`config.mk`:
```
export PLATFORM = sky130hd
export DESIGN_NAME = toht_search
export DESIGN_NICKNAME = d
export VERILOG_FILES = /design/src/hdl/toht_pkg.sv /design/src/hdl/toht_search.sv
export VERILOG_INCLUDE_DIRS = /design/src /design/src/hdl
export SDC_FILE = /design/constraint.sdc
export NUM_CORES = 1
export LEC_CHECK = 0
export BUFFER_PORTS_ARGS = -buffer_cell sky130_fd_sc_hd__buf_2
export CAP_MARGIN = 20
export CELL_PAD_IN_SITES_DETAIL_PLACEMENT = 1
export CELL_PAD_IN_SITES_GLOBAL_PLACEMENT = 1
export CORE_MARGIN = 8
export CORE_UTILIZATION = 32
export DETAILED_ROUTE_END_ITERATION = 16
export GPL_TIMING_DRIVEN = 0
export PLACE_DENSITY = 0.71
export REMOVE_ABC_BUFFERS = 1
export SETUP_SLACK_MARGIN = 0.4
export SYNTH_ARGS = -nofsm -noshare
export SYNTH_HDL_FRONTEND = slang
export SYNTH_SLANG_ARGS = --single-unit
```
`constraint.sdc`:
```
create_clock -name clk -period 10.65 [get_ports clk]
set_input_delay 1.065 -clock clk [delete_from_list [all_inputs] [get_ports clk]]
set_output_delay 1.065 -clock clk [all_outputs]
set_load 0.02 [all_outputs]
```
`src/hdl/time_ordered_history_table_assert.svh`:
```
// Assertion macros used by the history table search engine.
`ifndef TIME_ORDERED_HISTORY_TABLE_ASSERT_SVH
`define TIME_ORDERED_HISTORY_TABLE_ASSERT_SVH

// Same-cycle implication, sampled on clk, off while rst_n is low.
`define TOHT_ASSERT_NOW(label, ante, cons, msg) \
    label: assert property (@(posedge clk) disable iff (!rst_n) (ante) |-> (cons)) \
        else $error(msg);

// Next-cycle implication, sampled on clk, off while rst_n is low.
`define TOHT_ASSERT_NEXT(label, ante, cons, msg) \
    label: assert property (@(posedge clk) disable iff (!rst_n) (ante) |=> (cons)) \
        else $error(msg);

`endif

```
`src/hdl/toht_pkg.sv`:
```
// Types and constants of the time-ordered history table.
`default_nettype none
package toht_pkg;

    localparam int HISTORY_DEPTH_DEF = 64;

    localparam int ID_W      = 31;
    localparam int TIME_W    = 32;
    localparam int PAYLOAD_W = 64;
    localparam int FILL_W    = 7;

    typedef enum logic [1:0] {
        OP_APPEND    = 2'd0,
        OP_FIND_TIME = 2'd1,
        OP_FIND_ID   = 2'd2
    } op_e;

    typedef enum logic [2:0] {
        ST_IDLE,
        ST_READ,
        ST_COMPARE,
        ST_FINAL,
        ST_LAST
    } state_t;

    typedef struct packed {
        logic [1:0]           op;
        logic [ID_W-1:0]      key_id;
        logic [TIME_W-1:0]    key_time;
        logic [PAYLOAD_W-1:0] payload;
    } in_item_t;

    typedef struct packed {
        logic                 found;
        logic [ID_W-1:0]      rec_id;
        logic [TIME_W-1:0]    rec_time;
        logic [PAYLOAD_W-1:0] rec_payload;
        logic [FILL_W-1:0]    fill_count;
    } out_item_t;

    // One stored record, as laid out in the memory word.
    typedef struct packed {
        logic [ID_W-1:0]      id;
        logic [TIME_W-1:0]    stamp;
        logic [PAYLOAD_W-1:0] payload;
    } record_t;

    localparam int RECORD_W = $bits(record_t);

    // Search request handed from the front end to the search engine.
    typedef struct packed {
        logic              by_id;
        logic [TIME_W-1:0] key;
    } search_cmd_t;

endpackage
`default_nettype wire

```
`src/hdl/toht_search.sv`:
```
// Lower-bound binary search engine over the record memory.
`default_nettype none
`include "time_ordered_history_table_assert.svh"
module toht_search #(
    parameter int HISTORY_DEPTH = toht_pkg::HISTORY_DEPTH_DEF,
    parameter int AW = (HISTORY_DEPTH > 1) ? $clog2(HISTORY_DEPTH) : 1,
    parameter int CW = $clog2(HISTORY_DEPTH + 1)
) (
    input  wire logic                  clk,
    input  wire logic                  rst_n,
    input  wire logic                  cmd_valid,
    input  wire toht_pkg::search_cmd_t cmd,
    input  wire logic [CW-1:0]         total,
    input  wire logic [AW-1:0]         oldest,
    output logic      [AW-1:0]         rd_addr,
    input  wire toht_pkg::record_t     rd_data,
    output logic                       busy,
    output logic                       done,
    output toht_pkg::out_item_t        result
);
    import toht_pkg::*;

    localparam int SW = CW + 1;
    localparam logic [SW-1:0] DEPTH_S = SW'(HISTORY_DEPTH);

    state_t          state_reg, state_next;
    logic            by_id_reg, by_id_next;
    logic [TIME_W-1:0] key_reg, key_next;
    logic [CW-1:0]   base_reg, base_next;
    logic [CW-1:0]   len_reg, len_next;
    logic            done_reg, done_next;
    out_item_t       result_reg, result_next;

    logic [CW-1:0]     half;
    logic [CW-1:0]     mid;
    logic [CW-1:0]     pos_sel;
    logic [SW-1:0]     slot_sum;
    logic [SW-1:0]     slot_wrap;
    logic [TIME_W-1:0] probe;
    logic              hit;

    // Map a position in insertion order to its memory slot.
    assign half      = len_reg >> 1;
    assign mid       = base_reg + half;
    assign pos_sel   = (state_reg == ST_FINAL) ? base_reg : mid;
    assign slot_sum  = SW'(oldest) + SW'(pos_sel);
    assign slot_wrap = (slot_sum >= DEPTH_S) ? (slot_sum - DEPTH_S) : slot_sum;
    assign rd_addr   = slot_wrap[AW-1:0];

    assign probe = by_id_reg ? {1'b0, rd_data.id} : rd_data.stamp;
    assign hit   = by_id_reg ? (rd_data.id == key_reg[ID_W-1:0]) : 1'b1;

    always_ff @(posedge clk or negedge rst_n)
    begin
        if (!rst_n)
        begin
            state_reg <= ST_IDLE;
            done_reg  <= 1'b0;
        end
        else
        begin
            state_reg <= state_next;
            done_reg  <= done_next;
        end
    end

    always_ff @(posedge clk)
    begin
        by_id_reg  <= by_id_next;
        key_reg    <= key_next;
        base_reg   <= base_next;
        len_reg    <= len_next;
        result_reg <= result_next;
    end

    always_comb
    begin
        state_next  = state_reg;
        by_id_next  = by_id_reg;
        key_next    = key_reg;
        base_next   = base_reg;
        len_next    = len_reg;
        done_next   = 1'b0;
        result_next = result_reg;

        case (state_reg)
            ST_IDLE:
            begin
                if (cmd_valid)
                begin
                    by_id_next = cmd.by_id;
                    key_next   = cmd.key;
                    base_next  = '0;
                    len_next   = total;
                    state_next = (total != '0) ? ST_READ : ST_FINAL;
                end
            end
            ST_READ:
            begin
                state_next = ST_COMPARE;
            end
            ST_COMPARE:
            begin
                // Narrow the window to the upper or lower part.
                if (probe < key_reg)
                begin
                    base_next = mid + CW'(1);
                    len_next  = len_reg - half - CW'(1);
                end
                else
                begin
                    len_next = half;
                end
                state_next = (len_next != '0) ? ST_READ : ST_FINAL;
            end
            ST_FINAL:
            begin
                if (base_reg < total)
                begin
                    state_next = ST_LAST;
                end
                else
                begin
                    done_next              = 1'b1;
                    result_next.found       = 1'b0;
                    result_next.rec_id      = '0;
                    result_next.rec_time    = '0;
                    result_next.rec_payload = '0;
                    result_next.fill_count  = FILL_W'(total);
                    state_next             = ST_IDLE;
                end
            end
            ST_LAST:
            begin
                done_next               = 1'b1;
                result_next.found       = hit;
                result_next.rec_id      = hit ? rd_data.id : '0;
                result_next.rec_time    = hit ? rd_data.stamp : '0;
                result_next.rec_payload = hit ? rd_data.payload : '0;
                result_next.fill_count  = FILL_W'(total);
                state_next              = ST_IDLE;
            end
            default:
            begin
                state_next = ST_IDLE;
            end
        endcase
    end

    assign busy   = (state_reg != ST_IDLE);
    assign done   = done_reg;
    assign result = result_reg;

    `TOHT_ASSERT_NOW(a_done_after_final, done_reg, ($past(state_reg == ST_FINAL) || $past(state_reg == ST_LAST)), "result strobe without a finishing search step")
    `TOHT_ASSERT_NOW(a_window_in_range, (state_reg != ST_IDLE), (({1'b0, base_reg} + {1'b0, len_reg}) <= {1'b0, total}), "search window runs past the fill count")
    `TOHT_ASSERT_NEXT(a_compare_moves_on, (state_reg == ST_COMPARE), ((state_reg == ST_READ) || (state_reg == ST_FINAL)), "compare step did not advance")
    `TOHT_ASSERT_NEXT(a_search_starts, ((state_reg == ST_IDLE) && cmd_valid), (state_reg != ST_IDLE), "accepted search left the engine idle")

endmodule
`default_nettype wire

```
; ---- After elaboration in Yosys (flattened, before gate mapping)
; Cells that the tools add are included.
; W data, S select, Z words.
[word_totals]
register_bits = 186
input_bits = 176
output_inout_bits = 143
wordCells = 61
[classes]
addsub = 6
order_cmp = 3
eq_ne = 8
n_mux = 23
n_reduce_logical = 10
[ops]
columns = op, n
row1 = $pmux W135 S2, 1
row2 = $mux W135, 1
row3 = $mux W32, 2
row4 = $mux W64, 1
row5 = $mux W7, 6
row6 = $lt A32 B32 Y1, 1
row7 = $eq A31 B31 Y1, 1
row8 = $mux W31, 1
row9 = $pmux W7 S2, 2
row10 = $reduce_bool A7 Y1, 2
row11 = $pmux W3 S4, 1
row12 = $add A6 B7 Y8, 1
row13 = $ge A8 B7 Y1 const B, 1
row14 = $add A7 B1 Y7 const B, 1
row15 = $add A7 B6 Y7, 1
row16 = $lt A7 B7 Y1, 1
row17 = $sub A7 B1 Y7 const B, 1
row18 = $sub A7 B6 Y7, 1
row19 = $eq A3 B2 Y1 const B, 2
row20 = $mux W3, 2
row21 = $mux W6, 1
row22 = $ne A2 B2 Y1 const B, 3
row23 = $reduce_and A2 Y1, 3
row24 = $sub A6 B1 Y6 const B, 1
row25 = 9 further kinds, 12

; ---- Logic depth before layout (Yosys ltp)
[depth]
ltp_word = 7
ltp_mapped = 13
ltp_nobuf = 11

; ---- Least setup slack after synthesis
; No wires, ideal clock.
[synth_path]
kind = input to register
start = in total[1]
end = reg result_reg (netlist bit result[0]), enable pin
setup_ns = 0.674
t_arrival_ns = 8.319
path_slack_ns = 1.657
cell_stages = 8
path_buffers = 0
cell_sequence = inv_1 ha_1 a21o_1 a21o_1 a21o_1 a211o_1 o211ai_1 a21oi_1
[synth_via]
elab_chain_len = 3
[synth_lines]
columns = item, line
row1 = from (decl), toht_search.sv:13  ; input wire logic [CW-1:0] total,
row2 = $lt A7 B7 Y1, toht_search.sv:118  ; if (base_reg < total)
row3 = $ne A2 B2 Y1 (no source line), -
row4 = $reduce_and A2 Y1 (no source line), -
row5 = to (signal assigned), toht_search.sv:73  ; result_reg <= result_next;
row6 = to (decl), toht_search.sv:32  ; out_item_t result_reg, result_next;
; No other way between the ends.
; A chain may end at the register's enable or synchronous reset.

; ---- Final worst setup path
[layout_path]
start = reg len_reg[1]
end = out rd_addr[5]
[layout_via]
elab_chain_len = 5
elab_cells_between_ends = 6
classes_between = 3 x add/sub / 1 x order compare / 2 x mux
[layout_lines]
columns = item, line
row1 = from (decl), toht_search.sv:30  ; logic [CW-1:0] len_reg, len_next;
row2 = from (signal assigned), toht_search.sv:72  ; len_reg <= len_next;
row3 = $add A7 B6 Y7 *, toht_search.sv:44  ; assign mid = base_reg + half;
row4 = $mux W7 *, toht_search.sv:45  ; assign pos_sel = (state_reg == ST_FINAL) ? base_reg : mid;
row5 = $add A6 B7 Y8 *, toht_search.sv:46  ; assign slot_sum = SW'(oldest) + SW'(pos_sel);
row6 = $ge A8 B7 Y1 / $sub A6 B1 Y6 (equally long branches), toht_search.sv:47  ; assign slot_wrap = (slot_sum >= DEPTH_S) ? (slot_sum - DEPTH_S) : slot_sum;
row7 = $mux W6 *, toht_search.sv:47
row8 = to (decl), toht_search.sv:15  ; output logic [AW-1:0] rd_addr,
; Every way passes the cells marked *; elsewhere a longest branch is shown, timed or not.

==> summary.md <==
| Metric | Value |
|---|---|
| Crit-path max cell delay | roughly 520 ps |
| CTS buffer count | 17 |
| Io pins | approximately 320 |
| Max FFs per register | between 100 and 150 |
| Count leader, synth | edfxtp_1 |
| Critical Path AT | around 3500 ps |
| Final net count | roughly 1300 |
| Largest net degree at the start of global routing | 43 |
| Clk pin slew, worst setup/hold paths | around 80 ps |
| Post-synth top cells | edfxtp_1, and2_1, ha_1, inv_1, xnor2_1 |
| Slowest cell on crit path | edfxtp_1 |
| Max FO, Critical Path | 5 |
| Postcts setup bufs | 0 |
| Hold WC Path Type | input port to async pin |
| Max-Cap Viols | 0 |
| Power per cell area | roughly 250 nW/um^2 |
| Post-synth top area share | 59.4% |
| Clock Tree Buf Depth | 2 |
| Outcome | finished clean |
| Top FF cell, synth | edfxtp_1 |
| Core Area | about 29000 um^2 |
| Worst VDD drop | between 0.0001 and 0.00015 V |
| Full die area | approximately 34000 um^2 |
| # fillers | between 3000 and 4000 |
| Slew headroom | 47.1% |
| Final worst setup slack | just over 6000 ps |
| Ranking of synthesized cells by area | edfxtp_1, and2_1, ha_1, mux2_2, xnor2_1 |
| Max-slew violations | 0 |
| Placed insts | between 1000 and 1500 |
| Site Rows | 62 |
| DR vias/cell | ~4.6 |
| Clock latency on the worst-skew pair | between 400 and 500 ps |
| Final core utilization | a little over two fifths |
| Reg2Reg Depth | 10 |
| 1st-pass router iterations | 4 |
| Die height | 186 um |
| Biggest area consumer among synthesized cells | edfxtp_1 |
| Vias in the first global route | between 7000 and 8000 |
| I/O Buffers | roughly 320 |
| FF+latch count, synth | about 190 |
| CTS Hold Bufs | 0 |
| Vias | roughly 6600 |
| Cells after synthesis | 692 |
| CP Capture Type | output port |
| CTS resizes | 0 |
| Clk root buf | clkbuf_16 |
| DR top layer | met5 |
| WL final | about 29000 um |
| Initial Util | around 32% |
| Avg Cell Area, Syn | about 13 um^2 |
| Final instance area | 12000 um^2 |
| ANT nets after route | 0 |
| Max Clock Freq | approximately 0.22 GHz |
| Critical R2R Capture | base_reg[3]$_SDFFCE_PN0P_ |
| WL/cell | between 20 and 25 um |
| Met1 wire length | about 11000 um |
| Die W | 186 um |
| Worst Clk Skew | ~14 ps |
| RSZ-0062 raised after global routing | false |
| DR iter-0 viols | about 260 |
| Share of layout cells above drive strength 1 | roughly 39% |
| Period minus WS final | around 4500 ps |
| Power Total | between 0.002 and 0.003 W |
| Least-Margin Pin Slew | around 800 ps |
| Final worst path period share | a little over two fifths |
| H-Tree Depth | 4 |
| Area Growth Syn to Fin | 30.7% |
| CTS tree | built |
| Number of flops mapped to enable cells by yosys | between 150 and 200 |
| GRT Residual Overflow | 0 |
| HPWL after detailed placement | between 20000 and 25000 um |
| Worst R2R Start | by_id_reg$_DFFE_PP_ |
| Dpl ws | between 6000 and 7000 ps |
| Post-synth cell types | a little under 50 |
| # DRC | 0 |
| Gpl congestion | slightly above 0.8 |
| Final setup violation count | 0 |
| Ys async rst share | around 2.2% |
| Reg2reg setup slack | 7030 ps |
| Placed Area | about 11000 um^2 |
| Initial antenna violation count | 5 |
| DR WL met3 | about 2400 um |
| CP Class | register to output port |
| Mapped Area | 9210 um^2 |
| WL met2 | roughly 15000 um |
| Register area share after synthesis | between 60% and 70% |
| Fin cells | roughly 1400 |
| CP startpoint kind | register |
| Yosys warns | 0 |
| First-pass GRT wire length | 42500 um |
| CP required | ~9600 ps |
| Critical path cell sequence | ha_1 -> fa_1 -> xor2_1 -> nor2_1 -> nor2_1 -> ha_1 -> a21oi_1 -> o21bai_1 -> a21oi_1 -> xnor2_1 -> xnor2_1 -> buf_2 |
| Pleak | between 5 and 6 nW |
| Clk sinks | about 190 |
| Fin. Hold Viols | 0 |
| All-Layer GR Usage | between 10% and 20% |
==> routing by layer <==
metal  track usage, %  vias to the layer above
met3             5.02                       28
met1             18.5                     3174
met4             4.86                        6
met5                0                        -
li1                 -                     3132
met2             30.1                      212
==> layout make-up <==
class	instances	area, um^2	share of cell area [%]
clock inverters	15	131	1.09
multi-input cells	433	3380	28.1
inverters	51	191	1.59
flip-flops and latches	186	5570	46.3
well taps	384	480	3.99
repair buffers	329	1850	15.4
diodes	2	5.00	0.0416
clock buffers	17	425	3.54
==> cells in the final DEF (no fill, tap or decap), types with 5 or more instances in the layout <==
cell / synthesis / layout
a21o_1: 10 / 10
a21oi_1: 27 / 26
and2_1: 129 / 129
buf_12: 0 / 6
buf_16: 0 / 5
buf_2: 13 / 318
clkbuf_16: 0 / 17
edfxtp_1: 182 / 182
ha_1: 55 / 55
inv_1: 51 / 51
mux2_2: 30 / 30
nand2_1: 24 / 24
nand4_1: 11 / 11
nor2_1: 18 / 17
nor3_1: 6 / 6
nor4_1: 7 / 7
o21ai_0: 8 / 8
xnor2_1: 33 / 33
xor2_1: 15 / 15
==> kinds of logic after synthesis <==
kind of cell	Yosys count	share of synthesized area, %
buf+inv	73	3.15
fa+ha+maj	58	8.13
xor+xnor	48	4.57
mux	32	3.89
compound gates	80	6.17
simple gates	215	13.6
flops	186	60.5
==> worst max-delay path by stage <==
stage / from / end / cells after the start
CTS: len_reg[1]$_DFFE_PP_ / rd_addr[5] / 12
floorplan: total[1] / result[0]$_DFFE_PP_ / 8
global placement: total[1] / result[17]$_SDFFCE_PN0P_ / 9
finish: len_reg[1]$_DFFE_PP_ / rd_addr[5] / 12
global route: len_reg[1]$_DFFE_PP_ / rd_addr[5] / 12
detailed placement: rd_data[113] / base_reg[3]$_SDFFCE_PN0P_ / 9
==> through the flow <==
step	hold slack, ps	setup TNS (ps)
detailed placement	650	0
finish	433	0
CTS	405	0
global placement	629	-297390
global route	405	0
floorplan	590	0
==> where the power goes <==
group | internal (W) | switching [W]
clock network | 0.000308 | 0.000310
registers | 0.000977 | 0.0000729
logic | 0.000498 | 0.000783
total | 0.00178 | 0.00117
==> worst max-delay path: cells and delay by family (launching register included) <==
kind                     cells  cell delay (ps)
adder cells (fa/ha/maj)      3              980
AND/OR/NAND/NOR              2              180
buffers and inverters        1              180
flip-flops                   1              520
XOR/XNOR                     3              700
AO/OA/AOI/OAI                3              460
Power figures use the tool's default switching activity.
