[src/hdl/time_ordered_history_table_assert.svh]
// Assertion macros used by the history table search engine.
`ifndef TIME_ORDERED_HISTORY_TABLE_ASSERT_SVH
`define TIME_ORDERED_HISTORY_TABLE_ASSERT_SVH

// Same-cycle implication, sampled on clk, off while rst_n is low.
`define TOHT_ASSERT_NOW(label, ante, cons, msg) \
    label: assert property (@(posedge clk) disable iff (!rst_n) (ante) |-> (cons)) \
        else $error(msg);

// Next-cycle implication, sampled on clk, off while rst_n is low.
`define TOHT_ASSERT_NEXT(label, ante, cons, msg) \
    label: assert property (@(posedge clk) disable iff (!rst_n) (ante) |=> (cons)) \
        else $error(msg);

`endif

[src/hdl/toht_ram.sv]
// Generic single-port RAM with registered read data.
`default_nettype none
module toht_ram #(
    parameter int WIDTH = 8,
    parameter int DEPTH = 64,
    parameter int AW    = (DEPTH > 1) ? $clog2(DEPTH) : 1
) (
    input  wire logic             clk,
    input  wire logic             we,
    input  wire logic [AW-1:0]    addr,
    input  wire logic [WIDTH-1:0] wdata,
    output logic      [WIDTH-1:0] rdata
);

    logic [WIDTH-1:0] mem [DEPTH];

    always_ff @(posedge clk)
    begin
        if (we)
        begin
            mem[addr] <= wdata;
        end
        rdata <= mem[addr];
    end

endmodule
`default_nettype wire

[config.mk]
export PLATFORM = sky130hd
export DESIGN_NAME = toht_ram
export DESIGN_NICKNAME = d
export VERILOG_FILES = /design/src/hdl/time_ordered_history_table_assert.svh /design/src/hdl/toht_ram.sv
export SDC_FILE = /design/constraint.sdc
export NUM_CORES = 1
export LEC_CHECK = 0
export ABC_AREA = 1
export BUFFER_PORTS_ARGS = -buffer_cell sky130_fd_sc_hd__buf_2
export CAP_MARGIN = 30
export CORE_MARGIN = 5
export CORE_UTILIZATION = 50
export CTS_CLUSTER_DIAMETER = 150
export DETAILED_ROUTE_END_ITERATION = 7
export PLACE_DENSITY = 0.65
export REMOVE_ABC_BUFFERS = 1
export SLEW_MARGIN = 40
export SYNTH_ARGS = -nofsm -noshare
export SYNTH_HDL_FRONTEND = slang
export SYNTH_SLANG_ARGS = --single-unit
[constraint.sdc]
create_clock -name clk -period 3.5 [get_ports clk]
set_clock_uncertainty 0.15 [all_clocks]
set_input_delay 1.05 -clock clk [delete_from_list [all_inputs] [get_ports clk]]
set_output_delay 1.05 -clock clk [all_outputs]
set_load 0.1 [all_outputs]
==> Yosys cells after proc, flatten, opt, wreduce, memory -nomap -nowiden <==
Memories as Yosys holds them, arrays and structs flattened. A register that Yosys moved wholly into a read port is not among the register bits.
Index checks and enable logic that the tools add are counted.
{ "classes": {"n_mux": 2} }
{ "ops": {"columns": ["cell", "n"], "rows": [
  ["two-way mux 1 bit", 2]
]} }
{ "totals": {"ff_bits": 0, "mem_bits_rw": 512, "inputBits": 16, "elab_cells": 3, "memories": 1} }
{ "memory_table": {"columns": ["name", "depth", "width", "read_ports", "rd_ports_with_merged_regs", "write_ports", "line_no", "source"], "rows": [
  ["mem", 64, 8, 1, 1, 1, "toht_ram.sv:15", "logic [WIDTH-1:0] mem [DEPTH];"]
]} }

==> Longest topological paths before layout <==
Gate-level depths: netlist (run 1).
{ "logic_depth": {"word_depth": 2, "depth_mapped": 13} }

==> Worst setup path before layout (run 1) <==
OpenSTA, ideal clock, no wires.
{ "synth_path": {"path_type": "input to register", "startpoint": "input port addr[3]", "endpoint": "memory mem[41][0] (enable)", "setup_ns": 0.395, "arrival_time_ns": 2.624, "required_ns": 2.955, "slack_ns": 0.331, "cell_stages": 5, "cell_sequence": "buf_2 -> inv_2 -> nor3_2 -> inv_2 -> nor4_1"} }
{ "synth_lines": {"columns": ["element", "line_no", "source"], "rows": [
  ["from (decl)", "toht_ram.sv:10", "input wire logic [AW-1:0] addr,"],
  ["to (decl)", "toht_ram.sv:15", null]
]} }
Straight into the memory's write port.

==> Worst setup path after layout (run 1) <==
{ "layout_path": {"startpoint": "register rdata[3] (read register of mem)", "endpoint": "output port rdata[3]"} }
{ "layout_lines": {"columns": ["element", "line_no", "source"], "rows": [
  ["from (decl)", "toht_ram.sv:12", "output logic [WIDTH-1:0] rdata"]
]} }
No word-level cell between the ends.

==> out/summary.txt, run 1 <==
FILL cells = 3755
die height = 220.0 µm
Worst EP required = 2.30 ns
CTS tree = yes
Critical Path Max Stage Delay = 0.46 ns
Skew-Pair Late Insertion Delay = 0.60 ns
clk sink count = 520
post-route ant nets = 0
peak supply drop = 0.4227 mV
antenna cells = 0
post-synthesis sequential area ratio = 0.7047
clk buf depth = 3
M3 GR Usage = 0.03407
placed instance area = 23300 µm²
largest area contributor in the netlist = edfxtp_1
crit path time final = 2.678 ns
Seq pwr share = 0.505
fin nets = 2272
Mapped Cells = 2167
final setup vio count = 0
Worst Max-Slew Pin Slew = 0.8439 ns
Hold Buf Count CTS = 0
routed len/inst = 18.54 µm
GRT met2 Usage = 0.3608
TritonCTS buffer count = 53
FF+latch area = 15530 µm²
Die Area = 48390 µm²
via/cell ratio = 5.150
antenna violations before repair = 1
Final Hold Vio Count = 0
Initial Util = 0.5018
routed vias = 14870
internal power = 10.66 mW
vias in the first global route = 14430
pwr dens = 545.3 nW/µm²
Clock power frac = 0.428
critical path startpoint category = register
H-tree depth = 2
GRT overflow = 0
largest net degree at the start of global routing = 140
Max Clock Freq = 373.4 MHz
Yosys warnings = 0
slew margin rel. = 0.4374
Crit path buffers/inverters = 1
core area = 43930 µm²
post-synthesis cell type count = 22
post-DP HPWL = 32.47 mm
CP delay by family, top = buffers and inverters
total negative slack = 0 ns
Resize count post-CTS = 0
Total Routing Usage GR = 0.2233
switch share = 0.2211
top cell type's share of synthesized area = 0.6974
area grow syn2layout = 13.85%
Finished Cell Area = 25100 µm²
Multi-input gate area = 5814 µm²
fraction of layout cells with a size suffix above 1 = 0.09891
Pleak = 10.58 nW
Post-Route WL = 53.54 mm
busiest layer in global routing = met2
number of buffers added on ports = 23
Mean Syn Cell Area = 10.17 µm²
Hold Path Class = reg2reg
Crit path arrival time = 1.48 ns
crit end category = output port
Cell Count, Final, Fillers Out = 2887
Post-CTS Setup Bufs = 0
max cap viols = 0
Mapped Area = 22040 µm²
met1 Use GR = 0.3119
row count = 77
CP cell instances = buf_2
Root Buffer = clkbuf_16
I/O Pins = 24
DRT Pass-1 Iters = 5
dpl cells = 2793
Slew Limit Fails = 0
CP max FO = 1
post-route clock period utilization = 0.7651
status = finished, final reports clean
Final Wtd Congestion = 0.8737
top post-synthesis cells by area = edfxtp_1 (70%), nand2_1 (24%), nor2_1 (1.5%)
first-pass GRT wire length = 82.08 mm
Die W = 220.0 µm
clock slew at reported path FFs = 0.06 ns
RSZ-0062 raised after global routing = false
NetSw = 3.026 mW
Remaining DRCs = 0
critical path type = reg2out
logic gate share of total power = 0.067
FF+latch count, synth = 520
crit path max-delay cell type = buf_2
first-iteration detailed-routing DRC count = 1335
[Yosys cell counts]
cell type / number
buf_1: 4
buf_2: 52
buf_4: 7
buf_6: 15
clkbuf_1: 23
clkinv_1: 1
dfxtp_1: 8
edfxtp_1: 512
inv_1: 25
inv_2: 4
nand2_1: 1384
nand3_1: 13
nand4_1: 2
nor2_1: 87
nor2_2: 2
nor3_2: 8
nor4_1: 2
o211ai_1: 5
o21ai_0: 1
o21ai_1: 6
or2_1: 3
or2_2: 3
[worst paths after layout]
check	start	to	slack, ns	cells after the start
worst min-delay path	mem[31][6]$_DFFE_PP_	rdata[6]$_DFF_P_	0.67	6
worst max-delay path	rdata[3]$_DFF_P_	rdata[3]	0.82	1
worst min register to register	mem[31][6]$_DFFE_PP_	rdata[6]$_DFF_P_	0.67	6
worst max register to register	mem[27][7]$_DFFE_PP_	rdata[7]$_DFF_P_	1.89	10
[cells in the final DEF, fill, tap and decap left out, drive strengths merged]
cell         n
edfxtp     512
nor4         2
nand2     1384
inv         31
nor2        89
buf        134
or2          6
nand4        2
dfxtp        8
clkinvlp     1
nand3       13
bufinv      10
clkbuf      66
clkinv      17
o21ai        7
o211ai       5
nor3         8
[cell families (layout without fill, tap and decap cells)]
family | count (synthesis) | count (layout) | synth area share
compound gates | 12 | 12 | 0.003292
flops | 520 | 520 | 0.7047
simple gates | 1504 | 1504 | 0.2605
buf+inv | 131 | 259 | 0.03156
[registers in the layout, indices dropped and copies added, names as in the netlist]
register and flops:
mem 512, rdata 8
[power groups by stage]
stage                     combinational, mW  clock [mW]  sequential, mW
after floorplan                       0.374           0            7.14
after global placement                0.906           0            7.04
after detailed placement              0.915           0            7.05
after CTS                             0.919        5.96            6.91
after global routing                   1.01        6.20            6.91
final                                 0.917        5.86            6.91
[per-layer routing]
metal | share of wire | vias up
met5 | 0.00024 | -
met2 | 0.47 | 474
met3 | 0.069 | 108
met4 | 0.032 | 2
li1 | - | 7175
met1 | 0.43 | 7108
[area by class of cell]
class / count / area share
clock buffers: 65 / 0.05548
inverters: 30 / 0.004736
well taps: 592 / 0.02951
multi-input cells: 1516 / 0.2317
repair buffers: 135 / 0.04352
flip-flops and latches: 520 / 0.6189
clock inverters: 29 / 0.01615
[metrics by stage]
stage               hold WS (ns)    util  power [mW]  setup WS (ns)
floorplan                 0.4489       -       7.512         -1.207
detailed placement        0.6262  0.5304       7.960         0.4488
global route              0.6837  0.5713       14.12         0.7938
finish                    0.6671  0.5713       13.69         0.8222
CTS                       0.6544  0.5713       13.79         0.7717
global placement          0.6331  0.5304       7.950         0.4555
No activity file was read; power rests on OpenSTA's default activity.
==> run 2: changes to the inputs <==
--- a/config.mk
+++ b/config.mk
@@ -12,7 +12,7 @@
 export CORE_UTILIZATION = 50
 export CTS_CLUSTER_DIAMETER = 150
 export DETAILED_ROUTE_END_ITERATION = 7
-export PLACE_DENSITY = 0.65
+export PLACE_DENSITY = 0.68
 export REMOVE_ABC_BUFFERS = 1
 export SLEW_MARGIN = 40
 export SYNTH_ARGS = -nofsm -noshare
==> constraint.sdc (replaced) <==
create_clock -name clk -period 2.4 [get_ports clk]
set_clock_uncertainty 0.15 [all_clocks]
set_input_delay 0.72 -clock clk [delete_from_list [all_inputs] [get_ports clk]]
set_output_delay 0.72 -clock clk [all_outputs]
set_load 0.1 [all_outputs]
==> out/summary.txt, run 2 (synthesis results as in run 1) <==
critical path startpoint category = register
slew margin rel. = 0.4520 (+0.01458)
Final Hold Vio Count = 0 (unchanged)
antenna violations before repair = 0 (-1)
Biggest register = mem
clk buf depth = 3 (unchanged)
post-route clock period utilization = 0.9743
DRT Pass-1 Iters = 5 (unchanged)
Slew Limit Fails = 0 (unchanged)
core area = 43930 µm² (unchanged)
Total Routing Usage GR = 0.2231 (about the same)
Initial Util = 0.5018 (unchanged)
routed len/inst = 18.10 µm (-2.4%)
clock slew at reported path FFs = 0.06 ns (about the same)
Cell Count, Final, Fillers Out = 2931 (+1.5%)
area grow syn2layout = 15.65%
crit path max-delay cell type = buf_2
RSZ-0062 raised after global routing = false
Worst Max-Slew Pin Slew = 0.8221 ns (-0.02188 ns)
Worst EP required = 1.53 ns (-0.77 ns)
CP max FO = 1 (unchanged)
pwr dens = 772.2 nW/µm² (+42%)
largest net degree at the start of global routing = 70 (-50%)
peak supply drop = 0.5984 mV (+42%)
Hold Buf Count CTS = 0 (unchanged)
Skew-Pair Late Insertion Delay = 0.58 ns (-0.02 ns)
routed vias = 15040 (+1.1%)
Post-CTS Setup Bufs = 0 (unchanged)
vias in the first global route = 14830 (+2.8%)
final setup vio count = 0 (unchanged)
TritonCTS buffer count = 53 (unchanged)
Pleak = 10.81 nW (+2.1%)
CP cell instances = buf_2
Root Buffer = clkbuf_16
CP delay by family, top = buffers and inverters
max reg flops = 512 (unchanged)
Max Clock Freq = 427.7 MHz
post-route ant nets = 0 (unchanged)
total negative slack = 0 ns (unchanged)
antenna cells = 0 (unchanged)
Die W = 220.0 µm (unchanged)
die height = 220.0 µm (unchanged)
first-pass GRT wire length = 83.06 mm (+1.2%)
first-iteration detailed-routing DRC count = 1495 (+12%)
I/O Pins = 24 (unchanged)
Remaining DRCs = 0 (unchanged)
clk sink count = 520 (unchanged)
most common cell after layout, fill and taps aside = nand2_1
Final Wtd Congestion = 0.9229 (+5.6%)
max cap viols = 0 (unchanged)
critical path type = reg2out
Post-Route WL = 53.06 mm (-0.88%)
H-tree depth = 2 (unchanged)
biggest regs = mem: 512 flops, rdata: 8 flops
Crit path buffers/inverters = 1 (unchanged)
post-DP HPWL = 32.71 mm (+0.72%)
CTS tree = yes
crit path time final = 2.338 ns
Resize count post-CTS = 0 (unchanged)
FILL cells = 3699 (-1.5%)
Crit path arrival time = 1.47 ns (about the same)
Place WS = -0.1373 ns (-0.5861 ns)
fraction of layout cells with a size suffix above 1 = 0.1129 (+0.01396)
Critical Path Max Stage Delay = 0.47 ns (about the same)
most frequent cells in the layout = nand2_1 (1384), edfxtp_1 (512), buf_4 (134)
dpl cells = 2836 (+1.5%)
fin nets = 2315 (+1.9%)
GRT overflow = 0 (unchanged)
status = finished, final reports clean
Die Area = 48390 µm² (unchanged)
via/cell ratio = 5.130 (-0.39%)
final worst slack = 0.06177 ns (-0.7604 ns)
crit end category = output port
Hold Path Class = in2reg
row count = 77 (unchanged)
number of buffers added on ports = 23 (unchanged)
## run 2: changes by cell type in the layout (fill, tap and decap cells not counted), moves of 3 or more
cell / before / now
clkbuf_8: 1 / 6
buf_4: 103 / 134
bufinv_16: 10 / 7
clkinv_2: 7 / 4
clkbuf_1: 11 / 17
buf_12: 10 / 22
## run 2: through the flow
stage | util | total power [mW] | instance area [µm²] | hold slack [ns]
after floorplan | - | 10.96 | 21460 | 0.4489
after global placement | 0.5412 | 11.65 | 23770 | 0.5575
after detailed placement | 0.5412 | 11.67 | 23770 | 0.5614
after CTS | 0.5803 | 19.82 | 25500 | 0.4966
after global routing | 0.5803 | 20.35 | 25500 | 0.5172
final | 0.5803 | 19.69 | 25500 | 0.5234
## run 2: metal layers
layer	global-route usage	wire length, µm
met1	0.3059	22610
met2	0.3723	25520
met3	0.03187	3506
met4	0.07031	1424
met5	0	0
## run 2: final timing paths
kind | start | end | slack [ns] | cells past startpoint
setup / recovery | rdata[6]$_DFF_P_ | rdata[6] | 0.06 | 1
hold / removal | wdata[5] | mem[32][5]$_DFFE_PP_ | 0.52 | 2
setup reg to reg | mem[19][4]$_DFFE_PP_ | rdata[4]$_DFF_P_ | 0.84 | 10
hold reg to reg | mem[20][6]$_DFFE_PP_ | rdata[6]$_DFF_P_ | 0.57 | 6
## run 2: area by class of cell
cell class              count  area, µm²  area share
clock inverters            20      262.8     0.01031
clock buffers              75       1459     0.05722
repair buffers            178       1565     0.06139
inverters                  30      118.9    0.004662
multi-input cells        1516       5814      0.2281
flip-flops and latches    520      15530      0.6093
well taps                 592      740.7     0.02905
## run 2: where the power goes
part / switching [mW] / total, mW / internal [mW]
clock: 3.26 / 8.21 / 4.95
sequential: 0.0291 / 10.1 / 10.1
combinational: 1.03 / 1.40 / 0.373
==> run 3: changes to the inputs <==
--- a/config.mk
+++ b/config.mk
@@ -5,7 +5,7 @@
 export SDC_FILE = /design/constraint.sdc
 export NUM_CORES = 1
 export LEC_CHECK = 0
-export ABC_AREA = 1
+export ABC_AREA = 0
 export BUFFER_PORTS_ARGS = -buffer_cell sky130_fd_sc_hd__buf_2
 export CAP_MARGIN = 30
 export CORE_MARGIN = 5
==> out/summary.txt, run 3 <==
Mapped Cells = 1171 (-46%)
critical path startpoint category = primary input
most frequent cells in the layout = edfxtp_1 (512), buf_4 (248), nor2_1 (81)
FILL cells = 2881 (-22%)
clk buf depth = 3 (unchanged)
CTS tree = yes
largest area contributor in the netlist = edfxtp_1
most common cell after layout, fill and taps aside = edfxtp_1
vias in the first global route = 12330 (-17%)
Hold Path Class = in2reg
placed instance area = 23210 µm² (-2.4%)
most frequent cells after synthesis = edfxtp_1 (512), nor2_1 (82), mux2i_1 (63), nand2_1 (45), mux4_2 (41)
H-tree depth = 2 (unchanged)
post-route ant nets = 0 (unchanged)
CP max FO = 29 (+28)
critical path type = in2reg
logic gate share of total power = 0.073 (+0.002)
Slew Limit Fails = 0 (unchanged)
worst r2r dst = rdata[3]$_DFF_P_
routed vias = 12230 (-19%)
clk sink count = 520 (unchanged)
final setup vio count = 1 (+1)
fin nets = 1455 (-37%)
status = complete, but fails checks
pwr dens = 784.4 nW/µm² (+1.6%)
Async SR Flop Fraction = 0 (unchanged)
Finished Cell Area = 24970 µm² (-2.1%)
Clock power frac = 0.412 (-0.005)
post-synthesis sequential area ratio = 0.7597 (+0.05497)
GRT overflow = 0 (unchanged)
internal power = 15.36 mW (about the same)
Final Wtd Congestion = 0.9556 (+3.5%)
reg-to-reg slack, setup = 0.09 ns (-0.75 ns)
Post-synth EDFFs = 512 (unchanged)
FF-to-FF path depth = 7 (-3)
most common cell in the netlist = edfxtp_1
core area = 40650 µm² (-7.5%)
max cap viols = 0 (unchanged)
Mapped Area = 20450 µm² (-7.2%)
final worst slack = -0.001157 ns (-0.06293 ns)
area grow syn2layout = 22.09%
top cell type's share of synthesized area = 0.7518 (+0.05441)
biggest regs = mem: 512 flops, rdata: 8 flops
Root Buffer = clkbuf_16
Pleak = 8.594 nW (-20%)
antenna violations before repair = 2 (+2)
Final Hold Vio Count = 0 (unchanged)
Post-Route WL = 52.46 mm (-1.1%)
number of buffers added on ports = 23 (unchanged)
Seq pwr share = 0.515 (+0.003)
RSZ-0062 raised after global routing = true
row count = 74 (-3.9%)
I/O Pins = 24 (unchanged)
Remaining DRCs = 0 (unchanged)
first-iteration detailed-routing DRC count = 1577 (+5.5%)
TritonCTS buffer count = 50 (-5.7%)
Worst Max-Slew Pin Slew = 0.7734 ns (-0.04869 ns)
max reg flops = 512 (unchanged)
Biggest register = mem
Total Routing Usage GR = 0.2354 (+0.01230)
Multi-input gate area = 4564 µm² (-21%)
FF+latch count, synth = 520 (unchanged)
Die W = 212.2 µm (-3.5%)
DRT Pass-1 Iters = 8 (+3)
top post-synthesis cells by area = edfxtp_1 (75%), mux4_2 (4.5%), mux2i_1 (3.1%)
clock slew at reported path FFs = 0.06 ns (about the same)
first-pass GRT wire length = 78.34 mm (-5.7%)
peak supply drop = 0.4440 mV (-26%)
Hold Buf Count CTS = 0 (unchanged)
Main synth FF type = edfxtp_1
fraction of layout cells with a size suffix above 1 = 0.2941 (+0.1812)
crit end category = register
NetSw = 4.228 mW (-2.0%)
Mean Syn Cell Area = 17.46 µm² (+72%)
RR Startpoint = mem[2][3]$_DFFE_PP_
Critical Path Sink = rdata[3]$_DFF_P_
post-DP HPWL = 34.86 mm (+6.6%)
Post-CTS Setup Bufs = 0 (unchanged)
Worst EP required = 2.73 ns (+1.20 ns)
Die Area = 45040 µm² (-6.9%)
via/cell ratio = 6.082 (+19%)
FF+latch area = 15530 µm² (unchanged)
switch share = 0.2159 (-0.003317)
routed len/inst = 26.09 µm (+44%)
Skew-Pair Late Insertion Delay = 0.60 ns (+0.02 ns)
post-route clock period utilization = 1.000 (+0.02622)
failing checks = setup timing
Yosys warnings = 0 (unchanged)
antenna cells = 0 (unchanged)
slew margin rel. = 0.4834 (+0.03140)
die height = 212.2 µm (-3.5%)
Initial Util = 0.5031 (+0.001315)
total negative slack = -0.001157 ns (-0.001157 ns)
crit path time final = 2.401 ns (+0.06293 ns)
Crit path arrival time = 2.73 ns (+1.26 ns)
post-synthesis cell type count = 56 (+150%)
hold slack = 0.4867 ns (-0.03677 ns)
largest net degree at the start of global routing = 65 (-7.1%)
crit path launch = addr[2]
Max Clock Freq = 416.5 MHz (-2.6%)
run 3: changes by cell type in the layout (fill, tap and decap cells not counted), sizes merged, moves of 28 or more:
cell,change
a21oi,+28
a22oi,+40
buf,+120
mux2i,+63
mux4,+41
nand2,-1339
run 3: cells by family (layout without fill, tap and decap cells):
group,after synthesis,after routing,synth area share
mux,116,116,0.08260
flops,520,520,0.7597
compound gates,222,222,0.08076
buf+inv,84,392,0.01982
simple gates,229,229,0.05715
run 3: cell type report:
class / instances / area share
clock buffer: 62 / 0.05277
clock inverter: 30 / 0.01473
inverter: 3 / 0.0004510
multi-input combinational: 567 / 0.1828
sequential: 520 / 0.6222
tap: 532 / 0.02666
timing repair buffer: 297 / 0.1004
run 3: repair_timing:
action / 4_1_cts / 5_1_grt
gates resized for setup: 10 / 9
pin swaps: 2 / 1
endpoints found under the setup margin: 4 / 6
run 3: worst min-delay path by stage:
stage	from	end	cells past startpoint
after CTS	wdata[6]	mem[23][6]$_DFFE_PP_	2
after detailed placement	mem[3][4]$_DFFE_PP_	rdata[4]$_DFF_P_	3
final	wdata[2]	mem[46][2]$_DFFE_PP_	2
after floorplan	mem[3][0]$_DFFE_PP_	rdata[0]$_DFF_P_	3
after global placement	mem[3][2]$_DFFE_PP_	rdata[2]$_DFF_P_	3
after global routing	wdata[5]	mem[51][5]$_DFFE_PP_	1
run 3: worst max-delay path, cell delays in order:
cell and delay [ns]:
buf_8 0.16, buf_4 0.20, and2_1 0.20, buf_12 0.16
a22oi_1 0.32, and3_4 0.26, o311ai_0 0.13, buf_4 0.16
or4_1 0.38
run 3: metrics by stage:
step | instances | util | total power, mW | worst slack, ns
2_1_floorplan | 1090 | - | 10.84 | -0.6363
3_3_place_gp | 1919 | 0.5710 | 11.66 | -0.7113
3_5_place_dp | 1919 | 0.5710 | 11.68 | -0.7309
4_1_cts | 2011 | 0.6134 | 19.67 | 0.03829
5_1_grt | 2011 | 0.6143 | 20.12 | -0.03918
6_report | 2011 | 0.6143 | 19.59 | -0.001157
run 3: power by group through the flow:
stage / combinational (mW) / clock (mW) / sequential [mW]
3_5_place_dp: 1.40 / 0 / 10.3
2_1_floorplan: 0.425 / 0 / 10.4
6_report: 1.44 / 8.06 / 10.1
3_3_place_gp: 1.39 / 0 / 10.3
5_1_grt: 1.51 / 8.54 / 10.1
4_1_cts: 1.42 / 8.17 / 10.1
run 3: layer usage:
| layer | vias to the layer above | track usage | share of wire |
|---|---|---|---|
| met1 | 6196 | 0.3307 | 0.40 |
| met2 | 640 | 0.3792 | 0.48 |
| met5 | - | 0 | 0.00013 |
| met3 | 106 | 0.04058 | 0.091 |
| li1 | 5286 | - | - |
| met4 | 2 | 0.08078 | 0.034 |
